**src/design/rgbf_pkg.sv**
```systemverilog
`default_nettype none
// ----------------------------------------------------------------------------
// rgbf_pkg
// Shared constants for the RGB command smoothing fader: command selectors,
// gain format and reset values.
// ----------------------------------------------------------------------------
package rgbf_pkg;

  // Command selector bytes
  localparam logic [7:0] SEL_RED   = 8'h72;
  localparam logic [7:0] SEL_GREEN = 8'h67;
  localparam logic [7:0] SEL_BLUE  = 8'h62;
  localparam logic [7:0] SEL_NONE  = 8'h00;

  // Gain is unsigned with 16 fraction bits
  localparam int unsigned GainBits  = 16;
  localparam int unsigned GainShift = 16;
  localparam logic [GainBits-1:0] GAIN_RESET = 16'd3277;

  // Integer part of a level
  localparam int unsigned DutyBits = 8;

endpackage
`default_nettype wire

```
**src/design/rgbf_channel.sv**
```systemverilog
`default_nettype none
// ----------------------------------------------------------------------------
// rgbf_channel
// One-pole low-pass step for one color channel:
// next = level + floor(((target << F) - level) * gain / 2^16), wrapped.
// ----------------------------------------------------------------------------
module rgbf_channel
  import rgbf_pkg::*;
#(
  parameter int unsigned FRACTION_BITS = 16
) (
  input  wire logic [DutyBits+FRACTION_BITS-1:0] level_i,
  input  wire logic [DutyBits-1:0]               target_i,
  input  wire logic [GainBits-1:0]               gain_i,
  output logic      [DutyBits+FRACTION_BITS-1:0] level_o
);

  localparam int unsigned LevelW = DutyBits + FRACTION_BITS;
  localparam int unsigned ProdW  = LevelW + GainBits + 1;

  logic        [LevelW-1:0] goal;
  logic signed [LevelW:0]   diff;
  logic signed [ProdW-1:0]  diff_ext;
  logic signed [ProdW-1:0]  gain_ext;
  logic signed [ProdW-1:0]  prod;
  logic signed [ProdW-1:0]  step;

  // Place the target on the level's fixed-point grid
  assign goal = {target_i, {FRACTION_BITS{1'b0}}};

  // Signed error between goal and level
  assign diff = $signed({1'b0, goal}) - $signed({1'b0, level_i});

  // Scale the error by the gain, floor toward minus infinity
  assign diff_ext = ProdW'(diff);
  assign gain_ext = $signed(ProdW'({1'b0, gain_i}));
  assign prod     = diff_ext * gain_ext;
  assign step     = prod >>> GainShift;

  // Advance the level, wrapping to the level width
  assign level_o = level_i + step[LevelW-1:0];

endmodule
`default_nettype wire

```
**src/design/rgb_command_smoothing_fader.sv**
```systemverilog
`default_nettype none
// Each result goes to the result register, or to the skid entry if that
// is held. One transaction per cycle while in_stall_o is low; the three
// channel filters update in a single pass of one multiply and add each.
// A two-entry output stage lets input continue while one result waits.
// Reset: gain 3277, targets zero, levels 0.1, no selector pending.
// ----------------------------------------------------------------------------
// rgb_command_smoothing_fader
// Two-byte serial command parser setting RGB targets, followed by three
// exponential moving average filters whose integer parts drive PWM duty.
// ----------------------------------------------------------------------------
module rgb_command_smoothing_fader
  import rgbf_pkg::*;
#(
  parameter int unsigned FRACTION_BITS = 16
) (
  input  wire logic                clk_i,
  input  wire logic                rst_ni,
  // configuration
  input  wire logic                cfg_wen_i,
  input  wire logic [GainBits-1:0] cfg_wdata_i,
  // input channel
  input  wire logic                in_valid_i,
  output logic                     in_stall_o,
  input  wire logic                byte_valid_i,
  input  wire logic [7:0]          rx_byte_i,
  // output channel
  output logic                     out_valid_o,
  input  wire logic                out_stall_i,
  output logic      [DutyBits-1:0] red_duty_o,
  output logic      [DutyBits-1:0] green_duty_o,
  output logic      [DutyBits-1:0] blue_duty_o
);

  localparam int unsigned LevelW = DutyBits + FRACTION_BITS;
  localparam logic [LevelW-1:0] LevelReset =
    LevelW'(((64'd1 << FRACTION_BITS) + 64'd5) / 64'd10);

  typedef struct packed {
    logic [DutyBits-1:0] red;
    logic [DutyBits-1:0] green;
    logic [DutyBits-1:0] blue;
  } duty_t;

  logic [GainBits-1:0] gain_q;
  logic [7:0]          sel_q, sel_d;
  logic [7:0]          tgt_r_q, tgt_r_d;
  logic [7:0]          tgt_g_q, tgt_g_d;
  logic [7:0]          tgt_b_q, tgt_b_d;
  logic [LevelW-1:0]   lvl_r_q, lvl_r_d;
  logic [LevelW-1:0]   lvl_g_q, lvl_g_d;
  logic [LevelW-1:0]   lvl_b_q, lvl_b_d;

  logic  in_acc;
  logic  out_take;
  duty_t res;
  duty_t out_q;
  duty_t skid_q;
  logic  out_valid_q;
  logic  skid_valid_q;

  assign in_acc   = in_valid_i && !in_stall_o;
  assign out_take = out_valid_q && !out_stall_i;

  // Hold the gain register
  always_ff @(posedge clk_i or negedge rst_ni) begin
    if (!rst_ni) begin
      gain_q <= GAIN_RESET;
    end else if (cfg_wen_i) begin
      gain_q <= cfg_wdata_i;
    end
  end

  // Parse selector and value bytes
  always_comb begin
    sel_d   = sel_q;
    tgt_r_d = tgt_r_q;
    tgt_g_d = tgt_g_q;
    tgt_b_d = tgt_b_q;
    if (byte_valid_i) begin
      if (sel_q == SEL_NONE) begin
        sel_d = rx_byte_i;
      end else begin
        case (sel_q)
          SEL_RED:   tgt_r_d = rx_byte_i;
          SEL_GREEN: tgt_g_d = rx_byte_i;
          SEL_BLUE:  tgt_b_d = rx_byte_i;
          default:   ;
        endcase
        sel_d = SEL_NONE;
      end
    end
  end

  // Smooth each channel toward its updated target
  rgbf_channel #(.FRACTION_BITS(FRACTION_BITS)) u_red (
    .level_i (lvl_r_q),
    .target_i(tgt_r_d),
    .gain_i  (gain_q),
    .level_o (lvl_r_d)
  );

  rgbf_channel #(.FRACTION_BITS(FRACTION_BITS)) u_green (
    .level_i (lvl_g_q),
    .target_i(tgt_g_d),
    .gain_i  (gain_q),
    .level_o (lvl_g_d)
  );

  rgbf_channel #(.FRACTION_BITS(FRACTION_BITS)) u_blue (
    .level_i (lvl_b_q),
    .target_i(tgt_b_d),
    .gain_i  (gain_q),
    .level_o (lvl_b_d)
  );

  assign res.red   = lvl_r_d[LevelW-1:FRACTION_BITS];
  assign res.green = lvl_g_d[LevelW-1:FRACTION_BITS];
  assign res.blue  = lvl_b_d[LevelW-1:FRACTION_BITS];

  // Advance parser and filter state on each input transaction
  always_ff @(posedge clk_i or negedge rst_ni) begin
    if (!rst_ni) begin
      sel_q   <= SEL_NONE;
      tgt_r_q <= '0;
      tgt_g_q <= '0;
      tgt_b_q <= '0;
      lvl_r_q <= LevelReset;
      lvl_g_q <= LevelReset;
      lvl_b_q <= LevelReset;
    end else if (in_acc) begin
      sel_q   <= sel_d;
      tgt_r_q <= tgt_r_d;
      tgt_g_q <= tgt_g_d;
      tgt_b_q <= tgt_b_d;
      lvl_r_q <= lvl_r_d;
      lvl_g_q <= lvl_g_d;
      lvl_b_q <= lvl_b_d;
    end
  end

  // Output stage control: result register plus one skid entry
  always_ff @(posedge clk_i or negedge rst_ni) begin
    if (!rst_ni) begin
      out_valid_q  <= 1'b0;
      skid_valid_q <= 1'b0;
    end else begin
      if (skid_valid_q) begin
        if (out_take) begin
          skid_valid_q <= 1'b0;
        end
      end else if (in_acc) begin
        if (out_valid_q && !out_take) begin
          skid_valid_q <= 1'b1;
        end else begin
          out_valid_q <= 1'b1;
        end
      end else if (out_take) begin
        out_valid_q <= 1'b0;
      end
    end
  end

  // Output stage data
  always_ff @(posedge clk_i) begin
    if (skid_valid_q) begin
      if (out_take) begin
        out_q <= skid_q;
      end
    end else if (in_acc) begin
      if (out_valid_q && !out_take) begin
        skid_q <= res;
      end else begin
        out_q <= res;
      end
    end
  end

  assign in_stall_o   = skid_valid_q;
  assign out_valid_o  = out_valid_q;
  assign red_duty_o   = out_q.red;
  assign green_duty_o = out_q.green;
  assign blue_duty_o  = out_q.blue;

`ifndef SYNTHESIS
  // Skid entry is only used behind a full result register
  a_skid_behind_out: assert property (@(posedge clk_i) disable iff (!rst_ni)
    skid_valid_q |-> out_valid_q)
    else $error("skid entry valid with empty result register");

  // Every input transaction leaves a result to deliver
  a_acc_gives_result: assert property (@(posedge clk_i) disable iff (!rst_ni)
    in_acc |=> out_valid_q)
    else $error("input transaction produced no result");

  // A selector byte with nothing pending becomes the pending selector
  a_selector_capture: assert property (@(posedge clk_i) disable iff (!rst_ni)
    (in_acc && byte_valid_i && (sel_q == SEL_NONE)) |=> (sel_q == $past(rx_byte_i)))
    else $error("selector byte not captured");
`endif

endmodule
`default_nettype wire

```
**config.mk**
```make
export PLATFORM = sky130hd
export DESIGN_NAME = rgb_command_smoothing_fader
export DESIGN_NICKNAME = d
export VERILOG_FILES = /design/src/design/rgbf_pkg.sv /design/src/design/rgbf_channel.sv /design/src/design/rgb_command_smoothing_fader.sv
export SDC_FILE = /design/constraint.sdc
export NUM_CORES = 2
export LEC_CHECK = 0
export ABC_AREA = 1
export BUFFER_PORTS_ARGS = -buffer_cell sky130_fd_sc_hd__buf_2
export CAP_MARGIN = 5
export CORE_ASPECT_RATIO = 1.75
export CORE_MARGIN = 2
export CORE_UTILIZATION = 61
export CTS_CLUSTER_DIAMETER = 50
export DETAILED_ROUTE_END_ITERATION = 12
export HOLD_SLACK_MARGIN = 0.1
export PLACE_DENSITY = 0.78
export SLEW_MARGIN = 20
export SYNTH_ARGS = -nofsm -noshare
export SYNTH_HDL_FRONTEND = slang
export SYNTH_HIERARCHICAL = 1
export SYNTH_SLANG_ARGS = --single-unit
```
**constraint.sdc**
```tcl
create_clock -name clk_i -period 10.6 [get_ports clk_i]
set_input_delay 1.06 -clock clk_i [delete_from_list [all_inputs] [get_ports clk_i]]
set_output_delay 1.06 -clock clk_i [all_outputs]
set_load 0.02 [all_outputs]
```
# Word-level counts from Yosys, hierarchy flattened
# Cells that the tools add are included.
# classes
eq_ne	6
shifts	0
multipliers	3
mux	21
div	0
n_lt_le_gt_ge	0
addsub	6
bitwise	1
reduce_logical	13
# op_table
op	n
multiplier 25 x 17 -> 40 bit	3
2-to-1 mux 24 bit	4
2-to-1 mux 8 bit	10
subtractor 24 x 24 -> 25 bit	3
adder 24 bit	3
== test 8 x 7 -> 1 bit, second input constant	3
AND reduction 3 bit	3
logical NOT 8 bit	1
2-to-1 mux 1 bit	7
!= test 2 bit, second input constant	3
nonzero test 2 bit	2
logical AND 1 bit	3
logical NOT 1 bit	3
AND reduction 2 bit	1
NOT 1 bit	1
# totals
memories	0
mem_bits_rw	0
latchBits	0
in_bits	30
regBits	170
mem_bits_ro	0

# Longest topological paths before layout
# logic_depth
depth_word	10
depth_mapped	56
mapped_depth_nobuf	55

# Modules after synthesis
# Netlist, hierarchy kept.
# modules_own_cells
module	cells_each	area_each_um2	instances
rgbf_channel at u_red	2253	16590.9	1
rgbf_channel at u_blue	2190	16440.8	1
rgbf_channel at u_green	2169	16229.3	1
rgb_command_smoothing_fader	710	6989.2	1

# Worst setup path before layout
# No wires, ideal clock.
# synth_path
kind	input to register
from	in byte_valid_i
to	reg out_q, in the netlist green_duty_o[7] (data pin)
stages	52
n_path_buf	0
setup_slack_ps	1325
t_arrival_ps	9008
path_cell_list	nand3_1 -> nor2_4 -> nand3_1 -> and2_1 -> ha_1 -> a21oi_1 -> o21ai_0 -> a21oi_1 -> nand2_1 -> nand2_1 -> nand2_1 -> nand2_1 -> nand2_1 -> or2_2 -> nand2_2 -> clkinv_1 -> nand2_1 -> fa_1 -> (+16 left out) -> nand3_1 -> a21oi_1 -> xnor2_1 -> ha_1 -> inv_1 -> nor3_1 -> inv_1 -> nor3_1 -> inv_1 -> or2_2 -> nand3_1 -> inv_1 -> nand2_1 -> nand2_1 -> nand2_1 -> nand2_1 -> inv_1 -> o21ai_0
# synth_via
elab_chain_cells	7
# synth_lines
item	line	text
start, declared	rgb_command_smoothing_fader.sv:25	input wire logic byte_valid_i,
2-to-1 mux 8 bit	rgb_command_smoothing_fader.sv:80	if (byte_valid_i) begin
via tgt_g_d[2]	rgb_command_smoothing_fader.sv:48	logic [7:0] tgt_g_q, tgt_g_d;
subtractor 24 x 24 -> 25 bit	rgbf_channel.sv:32	assign diff = $signed({1'b0, goal}) - $signed({1'b0, level_i});
multiplier 25 x 17 -> 40 bit	rgbf_channel.sv:37	assign prod = diff_ext * gain_ext;
adder 24 bit	rgbf_channel.sv:41	assign level_o = level_i + step[LevelW-1:0];
via lvl_g_d[23]	rgb_command_smoothing_fader.sv:51	logic [LevelW-1:0] lvl_g_q, lvl_g_d;
2-to-1 mux 24 bit	rgb_command_smoothing_fader.sv:171	if (out_valid_q && !out_take) begin
2-to-1 mux 24 bit	rgb_command_smoothing_fader.sv:170	end else if (in_acc) begin
2-to-1 mux 24 bit	rgb_command_smoothing_fader.sv:166	if (skid_valid_q) begin
end signal, assigned	rgb_command_smoothing_fader.sv:168	out_q <= skid_q;
end signal, assigned	rgb_command_smoothing_fader.sv:174	out_q <= res;
end, declared	rgb_command_smoothing_fader.sv:57	duty_t out_q;
# The timed path passes the listed nets, and every way through them passes these cells. The select of a mux whose other input is x is not followed.
# A chain may end at the register's enable or synchronous reset.

# Worst setup path in the final report
# layout_path
from	in byte_valid_i
to	reg out_q, in the netlist blue_duty_o[6] (data pin)
# layout_via
elab_chain_cells	7
# layout_lines
item	line	text
2-to-1 mux 8 bit	rgb_command_smoothing_fader.sv:80	
via tgt_b_d[0]	rgb_command_smoothing_fader.sv:49	logic [7:0] tgt_b_q, tgt_b_d;
subtractor 24 x 24 -> 25 bit	rgbf_channel.sv:32	
multiplier 25 x 17 -> 40 bit	rgbf_channel.sv:37	
adder 24 bit	rgbf_channel.sv:41	
via lvl_b_d[22]	rgb_command_smoothing_fader.sv:52	logic [LevelW-1:0] lvl_b_q, lvl_b_d;
2-to-1 mux 24 bit	rgb_command_smoothing_fader.sv:171	
2-to-1 mux 24 bit	rgb_command_smoothing_fader.sv:170	
2-to-1 mux 24 bit	rgb_command_smoothing_fader.sv:166	
# The timed path passes the listed nets, and every way through them passes these cells. The select of a mux whose other input is x is not followed.

==> out/summary.txt <==
Area of the core: 91600 um^2
CTS tree: yes
Worst-path clk slew: 80 ps
Share of cells above drive strength 1: 8.906%
Number of synthesized flops with an enable pin: 48
Final ANT Viol Nets: 0
Syn_area_per_cell: 7.682 um^2
CTS root buf: clkbuf_16
Overall Global Routing Usage: 41.73%
First-pass GRT wire length: 292700 um
H-tree depth: 4
Congestion Overflow GR: 0
Most frequent CP cell: inv_1
Syn nets: 8882
Synth Register Bits: 170
Vias in the first global route: 53970
Worst-Margin Slew: 1179 ps
Post-synth ARST share: 71.76%
I/O Pins: 56
Starting Density: 61.41%
Number of remaining DRC errors: 0
Via count: 49380
Die height: 405.7 um
# Max-Cap Violations: 0
Slew margin rel.: 21.33%
Layout area overhead: 8.372%
DR WL/cell: 21.56 um
Post-DP HPWL: 155000 um
TritonCTS buffer count: 17
Slowest cell on the critical path: fa_1
Min Clock Period, post-route: 10150 ps
Drt first-iter violations: 3809
Port Buffers: 55
Via-to-Cell Ratio: 5.621
Crit path largest cell delay: 660 ps
Hold Path Origin: tgt_g_q[1]$_DFFE_PN0P_
Largest net degree at the start of global routing: 88
Final hold violations: 0
Slack of the critical path: 447.6 ps
Synth Flop Type: dfrtp_1
Die X: 233.6 um
Slew Limit Fails: 0
Num rows: 147
Clock latency on the worst-skew pair: 490 ps
Clk sinks: 170
CP Data Arrival Time: 10360 ps
Worst r2r src: lvl_b_q[1]$_DFFE_PN1P_
Final period util: 95.78%
Hold_buf cts: 0
Critical Path Sink Type: flop
Worst Setup SP: byte_valid_i
Final WL: 189400 um
CP startpoint kind: input pin
CP required: 10810 ps
Fmax: 0.09850 GHz
Syn Inst Count: 7322
Status: complete, no violations
Post-synthesis sequential area ratio: 8.052%
Distinct cells, synth: 62
Nets@finish: 9137
Routability-driven placement congestion ratio: 1.024
Worst min-delay path class: flop to flop
Setup-failing EPs final: 0
Die footprint: 94750 um^2
Crit-path max FO: 8
Placed cell count: 8747
Crit path kind: input pin to flop
Worst-case clock buffer depth: 2
Post-route insts no fill: 8785
Mapped cell area: 56250 um^2
Worst reg2reg setup slack: 500 ps
Layout Skew: 27.23 ps
Ys Warns: 6
Pre-CTS WS: -95.41 ps
1st-pass router iterations: 6
Initial antenna violation count: 6
[worst paths after layout]
check / cells past startpoint / end
max reg2reg: 39 / blue_duty_o[4]$_DFFE_PP_
min: 2 / tgt_g_q[1]$_DFFE_PN0P_
min reg2reg: 2 / tgt_g_q[1]$_DFFE_PN0P_
max in group asynchronous: 2 / gain_q[1]$_DFFE_PN0P_
max: 41 / blue_duty_o[6]$_DFFE_PP_
min in group asynchronous: 1 / lvl_r_q[10]$_DFFE_PN0P_
[what timing repair did]
action / 4_1_cts / 5_1_grt
gates resized for setup: 0 / 67
buffers inserted: 0 / 3
setup endpoints to repair: 0 / 50
[metrics by stage]
stage	utilization [%]	hold slack, ps	setup TNS [ps]	area [um^2]
global placement	65.60	461.1	-83.06	60090
CTS	66.28	485.2	0	60710
finish	66.55	483.8	0	60960
global route	66.55	507.0	-12.54	60950
floorplan	-	449.1	0	56250
detailed placement	65.60	464.9	-135.0	60090
[placed cells by master, fill, tap and decap left out, types with 17 or more instances in the layout]
| cell type | netlist | layout |
|---|---|---|
| inv_1 | 1948 | 1946 |
| nand2_1 | 1612 | 1609 |
| fa_1 | 1134 | 1126 |
| nor2_1 | 698 | 692 |
| ha_1 | 396 | 388 |
| buf_4 | 2 | 342 |
| nand3_1 | 230 | 228 |
| a21oi_1 | 215 | 206 |
| o21ai_0 | 181 | 175 |
| xor2_1 | 105 | 102 |
| dfrtp_1 | 94 | 88 |
| buf_2 | 24 | 54 |
| nor3_1 | 50 | 49 |
| edfxtp_1 | 48 | 48 |
| nor2_2 | 31 | 37 |
| nand4_1 | 36 | 36 |
| xnor2_1 | 36 | 36 |
| dfstp_2 | 28 | 28 |
| a31oi_1 | 29 | 28 |
| a21o_1 | 26 | 26 |
| nand2_2 | 20 | 21 |
| and2_1 | 25 | 20 |
| inv_2 | 18 | 19 |
| o21bai_1 | 19 | 19 |
| clkbuf_16 | 0 | 17 |
| or2_2 | 17 | 17 |
[area by class of cell]
class                   count  area (um^2)
fillers                  7899        30640
flip-flops and latches    170         4537
multi-input cells        4999        43780
clock buffers              17        425.4
well taps                1192         1491
diodes                      3        7.507
repair buffers            408         3069
inverters                1981         7457
clock inverters            15        192.7
[registers in the layout (all words and copies together), names as in the netlist]
signal and cells:
tgt_g_q 8, lvl_g_q 24, out_valid_o 1, tgt_b_q 8, tgt_r_q 8, sel_q 8, green_duty_o 8, in_stall_o 1
gain_q 16, blue_duty_o 8, red_duty_o 8, lvl_r_q 24, lvl_b_q 24, skid_q 24
[worst max-delay path: cells and delay by family]
| family | cells | cell delay [ps] |
|---|---|---|
| compound gates | 5 | 920 |
| xor+xnor | 2 | 410 |
| fa+ha+maj | 9 | 4390 |
| buf+inv | 11 | 1110 |
| simple gates | 14 | 2420 |
[cells in the mapped netlist (9+ instances only)]
master    instances  area (um^2)
inv_1          1948         7312
nand2_1        1612         6051
fa_1           1134        22700
nor2_1          698         2620
ha_1            396         4955
nand3_1         230         1151
a21oi_1         215         1076
o21ai_0         181        905.9
clkbuf_1        141        529.3
xor2_1          105        919.6
dfrtp_1          94         2352
nor3_1           50        250.2
edfxtp_1         48         1441
nand4_1          36        225.2
xnor2_1          36        315.3
nor2_2           31        193.9
a31oi_1          29        181.4
dfstp_2          28        735.7
a21o_1           26        195.2
and2_1           25        156.4
buf_2            24        120.1
nand2_2          20        125.1
o21bai_1         19        142.6
inv_2            18        67.56
or2_2            17        106.4
mux2_2           16        180.2
nor4_1           15        93.84
o21a_1           15        112.6
clkinv_1         12        45.04
nor2_4           10        112.6
nand3b_1          9        67.56
[layer usage]
| layer | vias to the layer above | share of wire (%) | track usage, % |
|---|---|---|---|
| li1 | 21900 | - | - |
| met1 | 23950 | 31 | 41.07 |
| met2 | 2458 | 49 | 71.56 |
| met3 | 1058 | 6.5 | 6.833 |
| met4 | 4 | 13 | 43.44 |
| met5 | - | 0.016 | 0 |
[cell families after synthesis]
family	Yosys count	share of synthesized area (%)
simple gates	2773	20.23
buf+inv	2153	14.50
fa+ha+maj	1530	49.17
compound gates	534	5.350
flops	170	8.052
xor+xnor	146	2.380
mux	16	0.3203
Power is left out: the tool's default activity adds up to more than one toggle a clock period on the data nets, which glitch-free logic cannot reach.
